## src/hdl/wgo_pkg.sv

```systemverilog
package wgo_pkg;

  localparam int MAX_ADDR_W = 22;
  localparam int FIFO_DEPTH = 4;
  localparam logic [7:0] DECAY_RESET = 8'd6;
  localparam logic [7:0] PLOT_BIAS = 8'd192;
  localparam logic [16:0] SMALL_LIMIT = 17'd128;

  localparam logic [1:0] OP_DECAY = 2'd0;
  localparam logic [1:0] OP_PLOT = 2'd1;
  localparam logic [1:0] OP_BLEND = 2'd2;

  typedef enum logic [1:0] {
    K_DECAY,
    K_PLOT,
    K_BLEND
  } kind_t;

  typedef struct packed {
    kind_t kind;
    logic [MAX_ADDR_W-1:0] addr0;
    logic [MAX_ADDR_W-1:0] addr1;
    logic [7:0] val0;
    logic [7:0] val1;
    logic zero;
    logic [7:0] red;
    logic [7:0] green;
    logic [7:0] blue;
  } cmd_t;

  typedef struct packed {
    logic clearing;
    logic pop;
  } back_status_t;

  function automatic logic [7:0] sat_add(input logic [7:0] c, input logic [7:0] g);
    logic [8:0] s;
    s = {1'b0, c} + {1'b0, g};
    return s[8] ? 8'hff : s[7:0];
  endfunction

endpackage

```

## src/hdl/wgo_fifo.sv

```systemverilog
module wgo_fifo
  import wgo_pkg::*;
(
  input  logic clk,
  input  logic rst,
  input  logic push,
  input  cmd_t push_cmd,
  input  logic pop,
  output cmd_t head,
  output logic full,
  output logic empty
);

  localparam int PW = $clog2(FIFO_DEPTH);

  cmd_t slots [FIFO_DEPTH];
  logic [PW-1:0] wptr;
  logic [PW-1:0] rptr;
  logic [PW:0] count;

  assign full = (count == (PW+1)'(FIFO_DEPTH));
  assign empty = (count == '0);
  assign head = slots[rptr];

  always_ff @(posedge clk) begin
    if (push) begin
      slots[wptr] <= push_cmd;
    end
    if (rst) begin
      wptr <= '0;
      rptr <= '0;
      count <= '0;
    end else begin
      if (push) begin
        wptr <= wptr + 1'b1;
      end
      if (pop) begin
        rptr <= rptr + 1'b1;
      end
      if (push && !pop) begin
        count <= count + 1'b1;
      end else if (pop && !push) begin
        count <= count - 1'b1;
      end
    end
  end

endmodule

```

## config.mk

```make
export PLATFORM = sky130hd
export DESIGN_NAME = wgo_fifo
export DESIGN_NICKNAME = d
export VERILOG_FILES = /design/src/hdl/wgo_pkg.sv /design/src/hdl/wgo_fifo.sv
export SDC_FILE = /design/constraint.sdc
export NUM_CORES = 1
export LEC_CHECK = 0
export ABC_AREA = 0
export BUFFER_PORTS_ARGS = -buffer_cell sky130_fd_sc_hd__buf_2
export CAP_MARGIN = 20
export CORE_UTILIZATION = 45
export CTS_CLUSTER_SIZE = 20
export DETAILED_ROUTE_END_ITERATION = 12
export GPL_TIMING_DRIVEN = 0
export SYNTH_ARGS = -nofsm -noshare
export SYNTH_HDL_FRONTEND = slang
export SYNTH_SLANG_ARGS = --single-unit
export TNS_END_PERCENT = 100
```

## constraint.sdc

```tcl
create_clock -name clk -period 8.5 [get_ports clk]
set_input_delay 1.7 -clock clk [delete_from_list [all_inputs] [get_ports clk]]
set_output_delay 1.7 -clock clk [all_outputs]
set_load 0.005 [all_outputs]
```

# --- Yosys cells after proc, flatten, opt, wreduce, memory -nomap -nowiden ---
# Memories as Yosys holds them, arrays and structs flattened. A register that Yosys moved wholly into a read port is not among the register bits.
# Cells that the tools add are included.
totals:
  regBits: 7
  ramBits: 348
  inputBits: 91
  output_inout_bits: 89
  elab_cells: 21
  memories: 1
op_classes:
  add_sub_neg: 4
  n_eq_ne: 1
  muxes: 6
  n_reduce_logical: 6
mem_list:
  columns: ["memory", "words", "word_bits", "read_ports", "rd_clocked_by_memory_dff", "wr", "line", "rtl"]
  rows:
  - ["slots", 4, 87, 1, 1, 1, "wgo_fifo.sv:16", "cmd_t slots [FIFO_DEPTH];"]
ops:
  columns: ["cell", "count"]
  rows:
  - ["3-bit 2-to-1 mux", 2]
  - ["2-bit by 1-bit adder with 2-bit output (second input constant)", 2]
  - ["2-bit 2-to-1 mux", 2]
  - ["3-bit by 1-bit adder with 3-bit output (second input constant)", 1]
  - ["3-bit equality test (second input constant)", 1]
  - ["3-bit logical NOT", 1]
  - ["3-bit by 1-bit subtractor with 3-bit output (second input constant)", 1]
  - ["1-bit logical AND", 2]
  - ["1-bit logical NOT", 2]
  - ["1-bit 2-to-1 mux", 2]
  - ["2-bit nonzero test", 1]

# --- Logic depth before layout (Yosys ltp) ---
depth:
  depth_word: 4
  ltp_mapped: 7
  depth_no_buf: 7

# --- Worst setup path before layout ---
# Ideal clock, no wire load.
synth_timing:
  kind: "input port to flip-flop"
  startpoint: "input push"
  endpoint: "memory slots[0][0] (netlist name), enable pin"
  setup_ns: 0.455
  t_arrival_ns: 3.719
  required_ns: 8.045
  slack_ns: 4.326
  path_stages: 1
  path_buffers: 0
  path_cell_list: "and2_1"
synth_between:
  elab_chain_len: 2
synth_rtl:
  columns: ["element", "line", "rtl"]
  rows:
  - ["start, declared", "wgo_fifo.sv:6", "input logic push,"]
  - ["1-bit 2-to-1 mux", "wgo_fifo.sv:26", "if (push) begin"]
  - ["1-bit 2-to-1 mux (not written as such)", "wgo_fifo.sv:27", "slots[wptr] <= push_cmd;"]
  - ["end, declared", "wgo_fifo.sv:16", null]
# Every way passes these cells.

==> flow_summary_export.csv <==
group,metric,value,unit
placement,dpl-instance-area,14450,um^2
synth,synth-async-reset-ratio,0,
worst_hold_path,min-delay-path-class,"flip-flop to flip-flop",
drt,first_iter_violations,358,
sta,setup_viol_count_final,0,
clock_tree,cts_root_buffer,"sky130_fd_sc_hd__clkbuf_16",
clock_tree,clkTransAtPathRegs,60,ps
clock_tree,postCtsSetupBuffers,0,
drt,via_per_inst,5.221,
synth,synth.top_cells.by_count,"sky130_fd_sc_hd__edfxtp_1 (348), sky130_fd_sc_hd__mux4_2 (87), sky130_fd_sc_hd__buf_2 (10)",
synth,synth-seq-area-share,0.8187,
finish,area_growth,19.75,%
placement,detailed_place_hpwl,14000,um
clock_tree,worst_skew_pair.late_latency,500,ps
floorplanning,ios,180,
global_routing,grt_start_max_net_pins,56,
synth,post_synth_main_area_contributors,"sky130_fd_sc_hd__edfxtp_1 (80%), sky130_fd_sc_hd__mux4_2 (15%), sky130_fd_sc_hd__dfxtp_1 (1.4%)",
synth,yosys_warnings,0,
floorplanning,die_x,171.9,um
pwr,p_per_area,248.0,nW/um^2
placement,globalplace.congestion,0.7101,
synth,post_synth_edffs,348,
floorplanning,die_area,29540,um^2
synth,post_synth_num_cell_types,22,
synth,yosysTopAreaCell,"sky130_fd_sc_hd__edfxtp_1",
global_routing,grt_overflow_total,0,
global_routing,first_pass_grt_wire_length,34970,um
synth,yosys.area.top_type_share,0.8049,
sta,finalSetupTns,0,ps
synth,yosysMostFrequentCell,"sky130_fd_sc_hd__edfxtp_1",
drt,route.detailed.drc,0,
critical_path,critPathMaxFanout,10,
floorplanning,floorplan.initialDensity,0.4623,
synth,postSynthCellCount,499,
clock_tree,tritoncts,"yes",
synth,post_synth_instance_area,12980,um^2
critical_path,critPathCaptureType,"primary output",
drt,antenna_violating_nets_post_route,0,
pwr,total_leakage_power,5.249,nW
clock_tree,clock_sinks,357,
run_status,status,"complete, no violations",
finish,utilization,0.5535,
clock_tree,post_cts_hold_buffer_count,0,
finish,fin_nets,817,
placement,buffer_ports.inserted,178,
synth,post_syn_area_per_cell,26.02,um^2
finish,design_area,15550,um^2
global_routing,antenna_found_initial,2,
placement,place_worst_setup_slack,5117,ps
critical_path,worstSetupStartpointType,"flip-flop",
floorplanning,coreArea,28090,um^2
clock_tree,cts-root-to-sink-buffers,3,
sta,final_critical_path_setup_slack,4642,ps
drt,route.vias.total,5858,
sta,finalHoldViolCount,0,
critical_path,crit_type,"flip-flop to primary output",
global_routing,first_global_vias,6350,
sta,fmax,0.2592,GHz
drt,avgRoutedWirePerCell,20.56,um
synth,ys.flop_type,"sky130_fd_sc_hd__edfxtp_1",
synth,ys_seq_elements,357,
sta,tightest_slew,879.1,ps
finish,post_route_cells_drive_above_1_share,0.4495,
drt,firstDrtPassIters,6,
critical_path,worst_ep_required_time,6800,ps
sta,fin_crit,3859,ps
drt,drt_wl_total,23070,um
sta,min_period_over_period,0.4539,
pwr,p_total,3.855,mW
global_routing,gr-usage-all-layers,0.1599,
sta,rsz0062_at_grt,"false",
clock_tree,cts_buffers,37,
sta,timing_max_transition_violations_final,0,
job,max_cap_violations,0,
floorplanning,rows,61,
sta,timing.max_slew.rel_slack,0.4139,
critical_path,cp_data_arrival_time,2160,ps
synth,postSynthNetCount,596,
floorplanning,die_height,171.9,um
clock_tree,cts.htree.levels,2,
sta,clock-skew-final,4.489,ps
pwr,irDropWorstVdd,0.1674,mV
clock_tree,cts-resized-gates,0,
[stage by stage]
stage,hold slack [ps],instances
2_1_floorplan,466.3,499
3_3_place_gp,482.7,1055
3_5_place_dp,515.6,1059
4_1_cts,531.2,1121
5_1_grt,563.6,1121
6_report,527.1,1122
[where the power goes]
part / total (mW) / leakage [nW] / internal [mW] / switching [mW]
combinational: 0.351 / 1.44 / 0.174 / 0.177
sequential: 2.04 / 3.27 / 2.02 / 0.0193
clock: 1.46 / 0.540 / 0.863 / 0.600
total: 3.86 / 5.25 / 3.06 / 0.797
[logic make-up (layout without fill, tap and decap cells)]
group                      count (synthesis)  after routing  share of synthesized area
other                                      0              1                          0
AOI/OAI and AO/OA                          2              2                  0.0007702
buffers and inverters                     25            269                    0.01262
xor gates and xnor gates                   5              5                   0.003373
and+or+nand+nor                           15             15                   0.005686
DFF                                      357            357                     0.8187
adders and majority gates                  6              6                   0.006360
muxes                                     89             89                     0.1525
[layer usage]
metal,vias to the layer above,track usage,share of wire
met5,-,0,0.00056
met4,2,0.04579,0.017
li1,2588,-,-
met1,3063,0.2015,0.42
met2,175,0.2688,0.49
met3,30,0.04852,0.073
[flip-flops by register name, summed over array words and instances (netlist names), named ones only]
signal  count
wptr        2
count       3
rptr        2
slots     348
[final cells by class]
type	count	area (um^2)
Multi-Input combinational cell	117	2200
Antenna cell	1	2.502
Clock buffer	48	1010
Clock inverter	14	90.09
Sequential cell	357	10630
Buffer	21	148.9
Timing Repair Buffer	182	978.4
Fill cell	2244	12540
Tap cell	378	473.0
Inverter	4	15.01
[layout by cell type (no fill, tap or decap), types with 2 or more instances in the layout]
cell type,n
sky130_fd_sc_hd__buf_2,188
sky130_fd_sc_hd__nor2_1,7
sky130_fd_sc_hd__xor2_1,3
sky130_fd_sc_hd__clkbuf_16,39
sky130_fd_sc_hd__dfxtp_1,9
sky130_fd_sc_hd__ha_1,5
sky130_fd_sc_hd__buf_12,4
sky130_fd_sc_hd__clkinv_2,5
sky130_fd_sc_hd__xnor2_1,2
sky130_fd_sc_hd__inv_1,4
sky130_fd_sc_hd__edfxtp_1,348
sky130_fd_sc_hd__clkinv_1,7
sky130_fd_sc_hd__mux2i_1,2
sky130_fd_sc_hd__buf_8,3
sky130_fd_sc_hd__and2_4,4
sky130_fd_sc_hd__mux4_2,87
sky130_fd_sc_hd__clkbuf_1,15
[worst max-delay path, stage by stage, from the launching register on]
cell,delay (ps)
sky130_fd_sc_hd__dfxtp_1,300
sky130_fd_sc_hd__buf_2,190
sky130_fd_sc_hd__buf_2,310
sky130_fd_sc_hd__buf_2,350
sky130_fd_sc_hd__mux4_2,370
sky130_fd_sc_hd__buf_2,140
[worst paths after layout]
| path | startpoint | end | slack (ps) | cells after the start |
|---|---|---|---|---|
| max | flip-flop | head[49] | 4640 | 5 |
| min | rptr[1]$_SDFFE_PP0P_ | flip-flop | 530 | 2 |
| min reg2reg | rptr[1]$_SDFFE_PP0P_ | flip-flop | 530 | 2 |
| max reg2reg | wptr[0]$_SDFFE_PP0P_ | slots[2][33]$_DFFE_PP_ | 6520 | 4 |
Note: power is estimated with default switching activity, not from simulation.
