<file path="src/hdl/wgo_pkg.sv">
package wgo_pkg;

  localparam int MAX_ADDR_W = 22;
  localparam int FIFO_DEPTH = 4;
  localparam logic [7:0] DECAY_RESET = 8'd6;
  localparam logic [7:0] PLOT_BIAS = 8'd192;
  localparam logic [16:0] SMALL_LIMIT = 17'd128;

  localparam logic [1:0] OP_DECAY = 2'd0;
  localparam logic [1:0] OP_PLOT = 2'd1;
  localparam logic [1:0] OP_BLEND = 2'd2;

  typedef enum logic [1:0] {
    K_DECAY,
    K_PLOT,
    K_BLEND
  } kind_t;

  typedef struct packed {
    kind_t kind;
    logic [MAX_ADDR_W-1:0] addr0;
    logic [MAX_ADDR_W-1:0] addr1;
    logic [7:0] val0;
    logic [7:0] val1;
    logic zero;
    logic [7:0] red;
    logic [7:0] green;
    logic [7:0] blue;
  } cmd_t;

  typedef struct packed {
    logic clearing;
    logic pop;
  } back_status_t;

  function automatic logic [7:0] sat_add(input logic [7:0] c, input logic [7:0] g);
    logic [8:0] s;
    s = {1'b0, c} + {1'b0, g};
    return s[8] ? 8'hff : s[7:0];
  endfunction

endpackage

</file>
<file path="src/hdl/wgo_front.sv">
module wgo_front
  import wgo_pkg::*;
#(
  parameter int LINE_WIDTH = 640,
  parameter int GLOW_ROWS = 160
) (
  input  logic        valid,
  input  logic        room,
  input  logic [1:0]  operation,
  input  logic [7:0]  row,
  input  logic [9:0]  column,
  input  logic [15:0] left_sample,
  input  logic [15:0] right_sample,
  input  logic [7:0]  bg_red,
  input  logic [7:0]  bg_green,
  input  logic [7:0]  bg_blue,
  output logic        push,
  output cmd_t        cmd
);

  localparam int RW = $clog2(GLOW_ROWS);
  localparam int HALF = GLOW_ROWS / 2;

  logic [16:0] mag_l;
  logic [16:0] mag_r;
  logic [7:0] sh_l;
  logic [7:0] sh_r;
  logic [RW-1:0] row0;
  logic [RW-1:0] row1;
  logic col_ok;
  logic row_ok;

  always_comb begin
    mag_l = left_sample[15] ? 17'(~{1'b1, left_sample} + 17'd1) : {1'b0, left_sample};
    mag_r = right_sample[15] ? 17'(~{1'b1, right_sample} + 17'd1) : {1'b0, right_sample};
    sh_l = mag_l[16:9];
    sh_r = mag_r[16:9];
    col_ok = int'(column) < LINE_WIDTH;
    row_ok = int'(row) < GLOW_ROWS;

    if (int'(sh_l) > HALF - 1) begin
      row0 = '0;
    end else begin
      row0 = RW'(HALF - 1 - int'(sh_l));
    end
    if (HALF + int'(sh_r) > GLOW_ROWS - 1) begin
      row1 = RW'(GLOW_ROWS - 1);
    end else begin
      row1 = RW'(HALF + int'(sh_r));
    end
    if (operation == OP_BLEND) begin
      row0 = row_ok ? RW'(row) : '0;
    end

    cmd.addr0 = MAX_ADDR_W'(int'(row0) * LINE_WIDTH + int'(column));
    cmd.addr1 = MAX_ADDR_W'(int'(row1) * LINE_WIDTH + int'(column));
    cmd.val0 = (mag_l > SMALL_LIMIT) ? 8'(sh_l + PLOT_BIAS) : mag_l[7:0];
    cmd.val1 = (mag_r > SMALL_LIMIT) ? 8'(sh_r + PLOT_BIAS) : mag_r[7:0];
    cmd.zero = !(row_ok && col_ok);
    cmd.red = bg_red;
    cmd.green = bg_green;
    cmd.blue = bg_blue;

    case (operation)
      OP_DECAY: begin
        cmd.kind = K_DECAY;
        push = valid && room;
      end
      OP_PLOT: begin
        cmd.kind = K_PLOT;
        push = valid && room && col_ok;
      end
      OP_BLEND: begin
        cmd.kind = K_BLEND;
        push = valid && room;
      end
      default: begin
        cmd.kind = K_DECAY;
        push = 1'b0;
      end
    endcase
  end

endmodule

</file>
<file path="config.mk">
export PLATFORM = sky130hd
export DESIGN_NAME = wgo_front
export DESIGN_NICKNAME = d
export VERILOG_FILES = /design/src/hdl/wgo_pkg.sv /design/src/hdl/wgo_front.sv
export SDC_FILE = /design/constraint.sdc
export NUM_CORES = 1
export LEC_CHECK = 0
export ABC_CLOCK_PERIOD_IN_PS = 6200
export BUFFER_PORTS_ARGS = -buffer_cell sky130_fd_sc_hd__buf_2
export CORE_MARGIN = 2
export CORE_UTILIZATION = 48
export DETAILED_ROUTE_END_ITERATION = 10
export PLACE_DENSITY = 0.83
export SYNTH_ARGS = -nofsm -noshare
export SYNTH_HDL_FRONTEND = slang
export SYNTH_SLANG_ARGS = --single-unit
</file>
<file path="constraint.sdc">
create_clock -name vclk -period 6.2
set_clock_uncertainty 0.1 [all_clocks]
set_input_delay 0 -clock vclk [all_inputs]
set_output_delay 0 -clock vclk [all_outputs]
set_load 0.005 [all_outputs]
</file>
Word-level counts from Yosys, hierarchy flattened --
Index checks and enable logic that the tools add are counted.
Operators by class: add/subtract/negate cells 8, multipliers 2, order comparisons 6, equal/unequal tests 2, mux-type cells 10, bitwise gates (word level) 2, reductions and logical operators 6
Operators with widths (number):
- $mux 8 | 6
- $add 18x10->19 | 2
- $add 17x1->17 const B | 2
- $gt 17x8->1 const B | 2
- $mux 17 | 2
- $not 17->17 | 2
- $gt 32x9->1 const B | 1
- $mul 8x3->11 const B | 2
- $add 8x8->8 const B | 2
- $lt 10x10->1 const B | 1
- $add 7x8->9 const A | 1
- $gt 8x7->1 const B | 1
- $lt 8x8->1 const B | 1
- $sub 7x8->8 const A | 1
- $pmux 2 s2 | 1
- $logic_and 1x1->1 | 3
- $eq 2x1->1 const B | 1
- $eq 2x2->1 const B | 1
- $logic_not 2->1 | 1
- $pmux 1 s2 | 1
- $reduce_or 2->1 | 1
- $logic_not 1->1 | 1
Storage, ports and cells: register bits 0, input port bits 78, output and inout port bits 88, logic and storage cells 36

Logic depth before layout (Yosys ltp) --
Gate-level depths: netlist of run 1.
depth in word-level cells 8, mapped depth 20, mapped depth without buffers 20

Worst setup path before layout of run 1 --
No wires, ideal clock.
path kind input-to-output, start point input port left_sample[11], end point output port cmd[79] (netlist name), data arrival time 4.269 ns, path slack 1.831 ns, stages 17, buffers on the path 0, path through or4_1 -> or3_1 -> nor3_1 -> inv_1 -> ha_1 -> a21oi_1 -> nor2_1 -> a22o_1 -> ha_1 -> ha_1 -> inv_1 -> fa_1 -> nor3b_1 -> nand3b_1 -> nor4bb_1 -> xnor2_1 -> xnor2_1
RTL lines:
- start, declared | RTL line wgo_front.sv:12 | input logic [15:0] left_sample,
- end, declared | RTL line wgo_front.sv:18 | output cmd_t cmd

==> results of run 1 <==
power groups by stage:
| stage | clock network [mW] | logic [mW] | registers, mW |
|---|---|---|---|
| after global placement | 0 | 0.387 | 0 |
| after global routing | 0 | 0.462 | 0 |
| after CTS | 0 | 0.418 | 0 |
| final | 0 | 0.412 | 0 |
| after detailed placement | 0 | 0.397 | 0 |
| after floorplan | 0 | 0.284 | 0 |
synth_stat cells, drive strengths merged (2+ instances only):
library cell and number:
a211oi 4, a21boi 4, a21o 7, a21oi 18, a22o 6, and2 5, and3 3, buf 49
clkbuf 6, conb 2, fa 4, ha 35, inv 17, mux2i 16, nand2 21, nand2b 7
nand3 7, nand3b 2, nand4 2, nor2 30, nor2b 9, nor3 5, nor3b 2, nor4 5
o211ai 2, o21ai 19, o21bai 2, o31ai 9, o41ai 8, or2 6, or3 6, or3b 2
or4 6, xnor2 25, xor2 29
metal layers:
layer	GRT usage	share of wire	up-vias
li1	-	-	1522
met1	0.251	0.38	1491
met2	0.403	0.53	156
met3	0.0159	0.073	10
met4	0.0387	0.012	0
met5	0	0	-
layout by cell type (no fill, tap or decap), types with 6 or more instances in the layout:
cell type                        n
sky130_fd_sc_hd__nor2_1         29
sky130_fd_sc_hd__o21ai_0        14
sky130_fd_sc_hd__nand2b_1        7
sky130_fd_sc_hd__xor2_1         25
sky130_fd_sc_hd__nor2b_1         9
sky130_fd_sc_hd__or4_1           6
sky130_fd_sc_hd__buf_2          89
sky130_fd_sc_hd__dlygate4sd3_1  31
sky130_fd_sc_hd__a21o_1          7
sky130_fd_sc_hd__a22o_1          6
sky130_fd_sc_hd__o31ai_1         8
sky130_fd_sc_hd__nand3_1         7
sky130_fd_sc_hd__ha_1           35
sky130_fd_sc_hd__mux2i_1        16
sky130_fd_sc_hd__xnor2_1        25
sky130_fd_sc_hd__conb_1         16
sky130_fd_sc_hd__a21oi_1        18
sky130_fd_sc_hd__or3_1           6
sky130_fd_sc_hd__inv_1          16
sky130_fd_sc_hd__nand2_1        21
critical path: stages:
cell                       delay [ps]
sky130_fd_sc_hd__buf_2            120
sky130_fd_sc_hd__or4_1            550
sky130_fd_sc_hd__or3_1            370
sky130_fd_sc_hd__nor3_1           520
sky130_fd_sc_hd__inv_1            150
sky130_fd_sc_hd__ha_1             250
sky130_fd_sc_hd__a21oi_1          200
sky130_fd_sc_hd__nor2_1           170
sky130_fd_sc_hd__a22o_1           300
sky130_fd_sc_hd__ha_1             290
sky130_fd_sc_hd__ha_1             230
sky130_fd_sc_hd__inv_1             70
sky130_fd_sc_hd__fa_1             450
sky130_fd_sc_hd__nor3b_1          340
sky130_fd_sc_hd__nand3b_1         160
sky130_fd_sc_hd__nor4bb_1         420
sky130_fd_sc_hd__xnor2_1          180
sky130_fd_sc_hd__xnor2_1          130
sky130_fd_sc_hd__buf_2            130
final cells by class:
class                      count  area (um^2)
fill                         569         2460
inverter                      17         63.8
multi-input combinational    338         2620
tap                           75         93.8
timing repair buffer         120          756
worst max path at each step:
stage | to | slack [ps] | depth (start not counted)
6_report | cmd[79] | 1040 | 19
5_1_grt | cmd[79] | 730 | 21
4_1_cts | cmd[79] | 1070 | 19
3_5_place_dp | cmd[79] | 1110 | 19
3_3_place_gp | cmd[79] | 1330 | 19
2_1_floorplan | cmd[79] | 1830 | 17
timing repair:
action / CTS / global route
hold endpoints to repair: 38 / 0
hold buffers: 31 / 0
resized for setup: 0 / 0
logic make-up after synthesis:
kind of cell	count (synthesis)	share of synthesized area
multiplexers	17	0.0567
other	2	0.00249
AO/OA/AOI/OAI	89	0.221
buffers and inverters	72	0.150
AND/OR/NAND/NOR	123	0.232
adder cells (fa/ha/maj)	39	0.171
XOR/XNOR	54	0.166
==> results.yml, run 1 <==
outcome:
  outcome: "finished, final reports clean"
layout:
  seq_cell_count: 0
  antenna_cells: 0
  area.sequential_um2: 0
  nClkBuffers: 0
  nets: 594
  post_route_cells_drive_above_1_share: 0.234
  flow.area_growth_from_synthesis_pct: 17.0
  final_cell_count_no_fill: 550
  final_cell_area_um2: 3530
  layout.core_utilization: 0.590
worst_setup_path:
  classification_of_the_worst_setup_path: "in2out"
  timing.critical_path.from: "left_sample[11]"
  worst_setup_path_start_kind: "primary input"
  path_max_fanout: 8
  worst-endpoint-arrival_ps: 5060
  endpoint_kind: "primary output"
  crit_required_ps: 6100
floorplanning:
  io_pins: 166
  row_cnt: 28
  dieHeight_um: 83.3
  initial_core_util: 0.504
  die_area_um2: 6950
  die_width_um: 83.3
  area_of_the_placeable_core_um2: 5990
power_and_ir_drop:
  design_power_total_mw: 0.412
  power_per_cell_area_nw_per_um2: 117
  max-vdd-ir-drop_uv: 64.9
  power.share.combinational: 1.000
  seq_power_share: 0
  net-switching-power_mw: 0.220
  clock_share_of_power: 0
  p_leak_nw: 1.66
  cell_internal_pwr_mw: 0.192
  netSwitchingFraction: 0.534
timing:
  setup_viol_count_final: 0
  layout_worst_path_cycle_share: 0.833
  timing.final.hold_violations: 0
  grt_setup_unrepaired: "false"
  final_period_minus_worst_setup_slack_ps: 5160
  slew_viol_final: 0
  final.setup.tns_ps: 0
  max_freq_mhz: 194
  worst_tran_pin_value_ps: 588
  hold-worst-slack_ps: 149
  worst_slack_ps: 1040
  slew_headroom: 0.605
worst_hold_path:
  worstHoldPathType: "in2out"
  hold_path.startpoint: "operation[1]"
  hold_depth: 3
  hold_end: "cmd[85]"
yosys:
  syn_inst: 396
  area_contributors_post_synth: "sky130_fd_sc_hd__ha_1, sky130_fd_sc_hd__buf_4, sky130_fd_sc_hd__xnor2_1"
  yosys_warnings: 0
  synth.yosys.seq_area_share: 0
  syn_avg_cell_area_um2: 7.63
  post-synth-top-area-fraction: 0.145
  yosysUniqueCellTypes: 64
  synth.cell_area_um2: 3020
  yosys.area.top_type: "sky130_fd_sc_hd__ha_1"
route:
  detail_route.first_pass.iterations: 5
  drt_iter0_drc: 113
  antenna_violating_nets_post_route: 0
  totalWireLength_um: 7910
  viasPerCell: 5.78
  dr_total_vias: 3179
  remaining_drc_errors: 0
  detail_route.wl_per_cell_um: 14.4
global_route:
  number_of_antenna_violations_at_the_first_check_in_global_routing: 0
  grt_pass1_vias: 2926
  grt_first_pass_wirelength_um: 12800
  globalRouteTotalUtil: 0.209
  grt_max_degree: 21
  globalRouteOverflowTotal: 0
run:
  max_cap_violations: 0
cts:
  postCtsSetupBuffers: 0
placement:
  postPlaceCellArea_um2: 3220
  place.detailed.instances: 519
  place_hpwl_um: 6490
  place_ws_ps: 1110
  place.gp.congestion: 0.939
  port_buffers: 89
Note: power is estimated with default switching activity, not from simulation.
==> run 2, diff against run 1 <==
ABC_CLOCK_PERIOD_IN_PS = 5400   (was 6200)
clock period = 5.4 ns   (was 6.2 ns; I/O delays follow)
==> run 2 against run 1 <==
  * Sequential share of layout area is the same
  * Worst setup slack lost 620 ps
  * Global-route usage grew 0.074 points
  * Highest routed layer unchanged
  * Non-clock buffer count grew 1
  * Final area grew 0.28%
  * Core utilization grew 0.17 points
  * Combinational power grew 15%
  * Total power grew 15%
  * Die area is the same
  * Worst hold slack lost 4.7 ps
  * Sequential cell count is the same
==> results.yml, run 2 (synthesized netlist as in run 1, its figures left out) <==
timing:
  final_period_minus_worst_setup_slack_ps: 4980
  slew_headroom: 0.628
  worst_tran_pin_value_ps: 556
  grt_setup_unrepaired: "false"
  setup_viol_count_final: 0
  max_freq_mhz: 201
  timing.final.hold_violations: 0
  layout_worst_path_cycle_share: 0.922
  final.setup.tns_ps: 0
  hold-worst-slack_ps: 144
  slew_viol_final: 0
global_route:
  grt_max_degree: 21
  number_of_antenna_violations_at_the_first_check_in_global_routing: 0
  globalRouteTotalUtil: 0.210
  globalRouteOverflowTotal: 0
  grt_first_pass_wirelength_um: 12900
  grt_pass1_vias: 2967
worst_setup_path:
  crit_required_ps: 5300
  classification_of_the_worst_setup_path: "in2out"
  endpoint_kind: "primary output"
  path_max_fanout: 8
  worstPathCellList: "buf_2 -> or4_1 -> or3_1 -> o21ai_1 -> xor2_1 -> ha_1 -> a21oi_1 -> nor2_2 -> a22o_1 -> ha_1 -> ha_1 -> inv_1 -> fa_1 -> nor3b_1 -> nand3b_1 -> nor4bb_1 -> xnor2_1 -> xnor2_1 -> buf_2"
  critical-path-top-cell-by-count: "sky130_fd_sc_hd__ha_1"
  worst-endpoint-arrival_ps: 4880
  timing.critical_path.from: "left_sample[11]"
  worst_setup_path_start_kind: "primary input"
  cp_num_buf_inv: 3
  crit_path_top_delay_cell: "sky130_fd_sc_hd__or4_1"
  cp_top_family: "simple AND/OR/NAND/NOR gates"
  cp_slowest_stage_delay_ps: 550
power_and_ir_drop:
  max-vdd-ir-drop_uv: 65.1
  power_per_cell_area_nw_per_um2: 134
  p_leak_nw: 1.67
layout:
  most-common-layout-cells: "sky130_fd_sc_hd__buf_2, sky130_fd_sc_hd__ha_1, sky130_fd_sc_hd__dlygate4sd3_1"
  seq_cell_count: 0
  post_route_cells_drive_above_1_share: 0.237
  nClkBuffers: 0
  nets: 595
  layout.core_utilization: 0.592
  layout.cells.most_common: "sky130_fd_sc_hd__buf_2"
  flow.area_growth_from_synthesis_pct: 17.3
  layout_fillers: 571
  antenna_cells: 0
  multi_input_area_um2: 2620
  area.sequential_um2: 0
route:
  dr_total_vias: 3160
  detail_route.first_pass.iterations: 4
  detail_route.wl_per_cell_um: 14.4
  antenna_violating_nets_post_route: 0
  remaining_drc_errors: 0
  viasPerCell: 5.74
  drt_iter0_drc: 99
  totalWireLength_um: 7950
floorplanning:
  die_width_um: 83.3
  dieHeight_um: 83.3
  row_cnt: 28
  io_pins: 166
  area_of_the_placeable_core_um2: 5990
  die_area_um2: 6950
  initial_core_util: 0.504
worst_hold_path:
  hold_path.startpoint: "operation[1]"
  worstHoldPathType: "in2out"
placement:
  port_buffers: 89
  place.gp.congestion: 0.942
  place_hpwl_um: 6520
outcome:
  outcome: "finished, final reports clean"
run:
  max_cap_violations: 0
-- run 2: metal layers --
metal,global-route usage,vias to the layer above,part of all wire
met5,0,-,0
met4,0.0328,0,0.012
met3,0.0179,11,0.073
met2,0.417,149,0.53
met1,0.243,1480,0.39
li1,-,1520,-
-- run 2: where the power goes --
group | leakage (nW) | switching, mW | internal (mW)
Sequential | 0 | 0 | 0
Combinational | 1.67 | 0.254 | 0.221
Clock | 0 | 0 | 0
-- run 2: worst min-delay path: stages --
cell,delay (ps)
sky130_fd_sc_hd__buf_2,90
sky130_fd_sc_hd__nor2b_1,40
sky130_fd_sc_hd__buf_2,110
-- run 2: cell type report --
class,count,area share
well taps,75,0.0265
multi-input cells,338,0.740
repair buffers,121,0.215
inverters,17,0.0180
-- run 2: per-stage QoR --
| stage | total power [mW] | cell area [um^2] | worst slack (ps) | cells |
|---|---|---|---|---|
| 2_1_floorplan | 0.326 | 3070 | 1030 | 410 |
| 3_3_place_gp | 0.444 | 3230 | 544 | 520 |
| 3_5_place_dp | 0.455 | 3230 | 364 | 520 |
| 4_1_cts | 0.479 | 3540 | 317 | 551 |
| 5_1_grt | 0.530 | 3540 | 73.4 | 551 |
| 6_report | 0.475 | 3540 | 419 | 551 |
-- run 2: final timing paths --
| check | to | cells past startpoint | slack [ps] |
|---|---|---|---|
| worst max-delay path | cmd[79] | 19 | 420 |
| worst min-delay path | cmd[85] | 3 | 140 |
-- run 2: repair_timing --
item | in CTS | in global routing
buffers inserted | 0 | 0
resized for setup | 0 | 1
hold buffers | 31 | 0
hold endpoints to repair | 38 | 0
setup endpoints to repair | 0 | 1
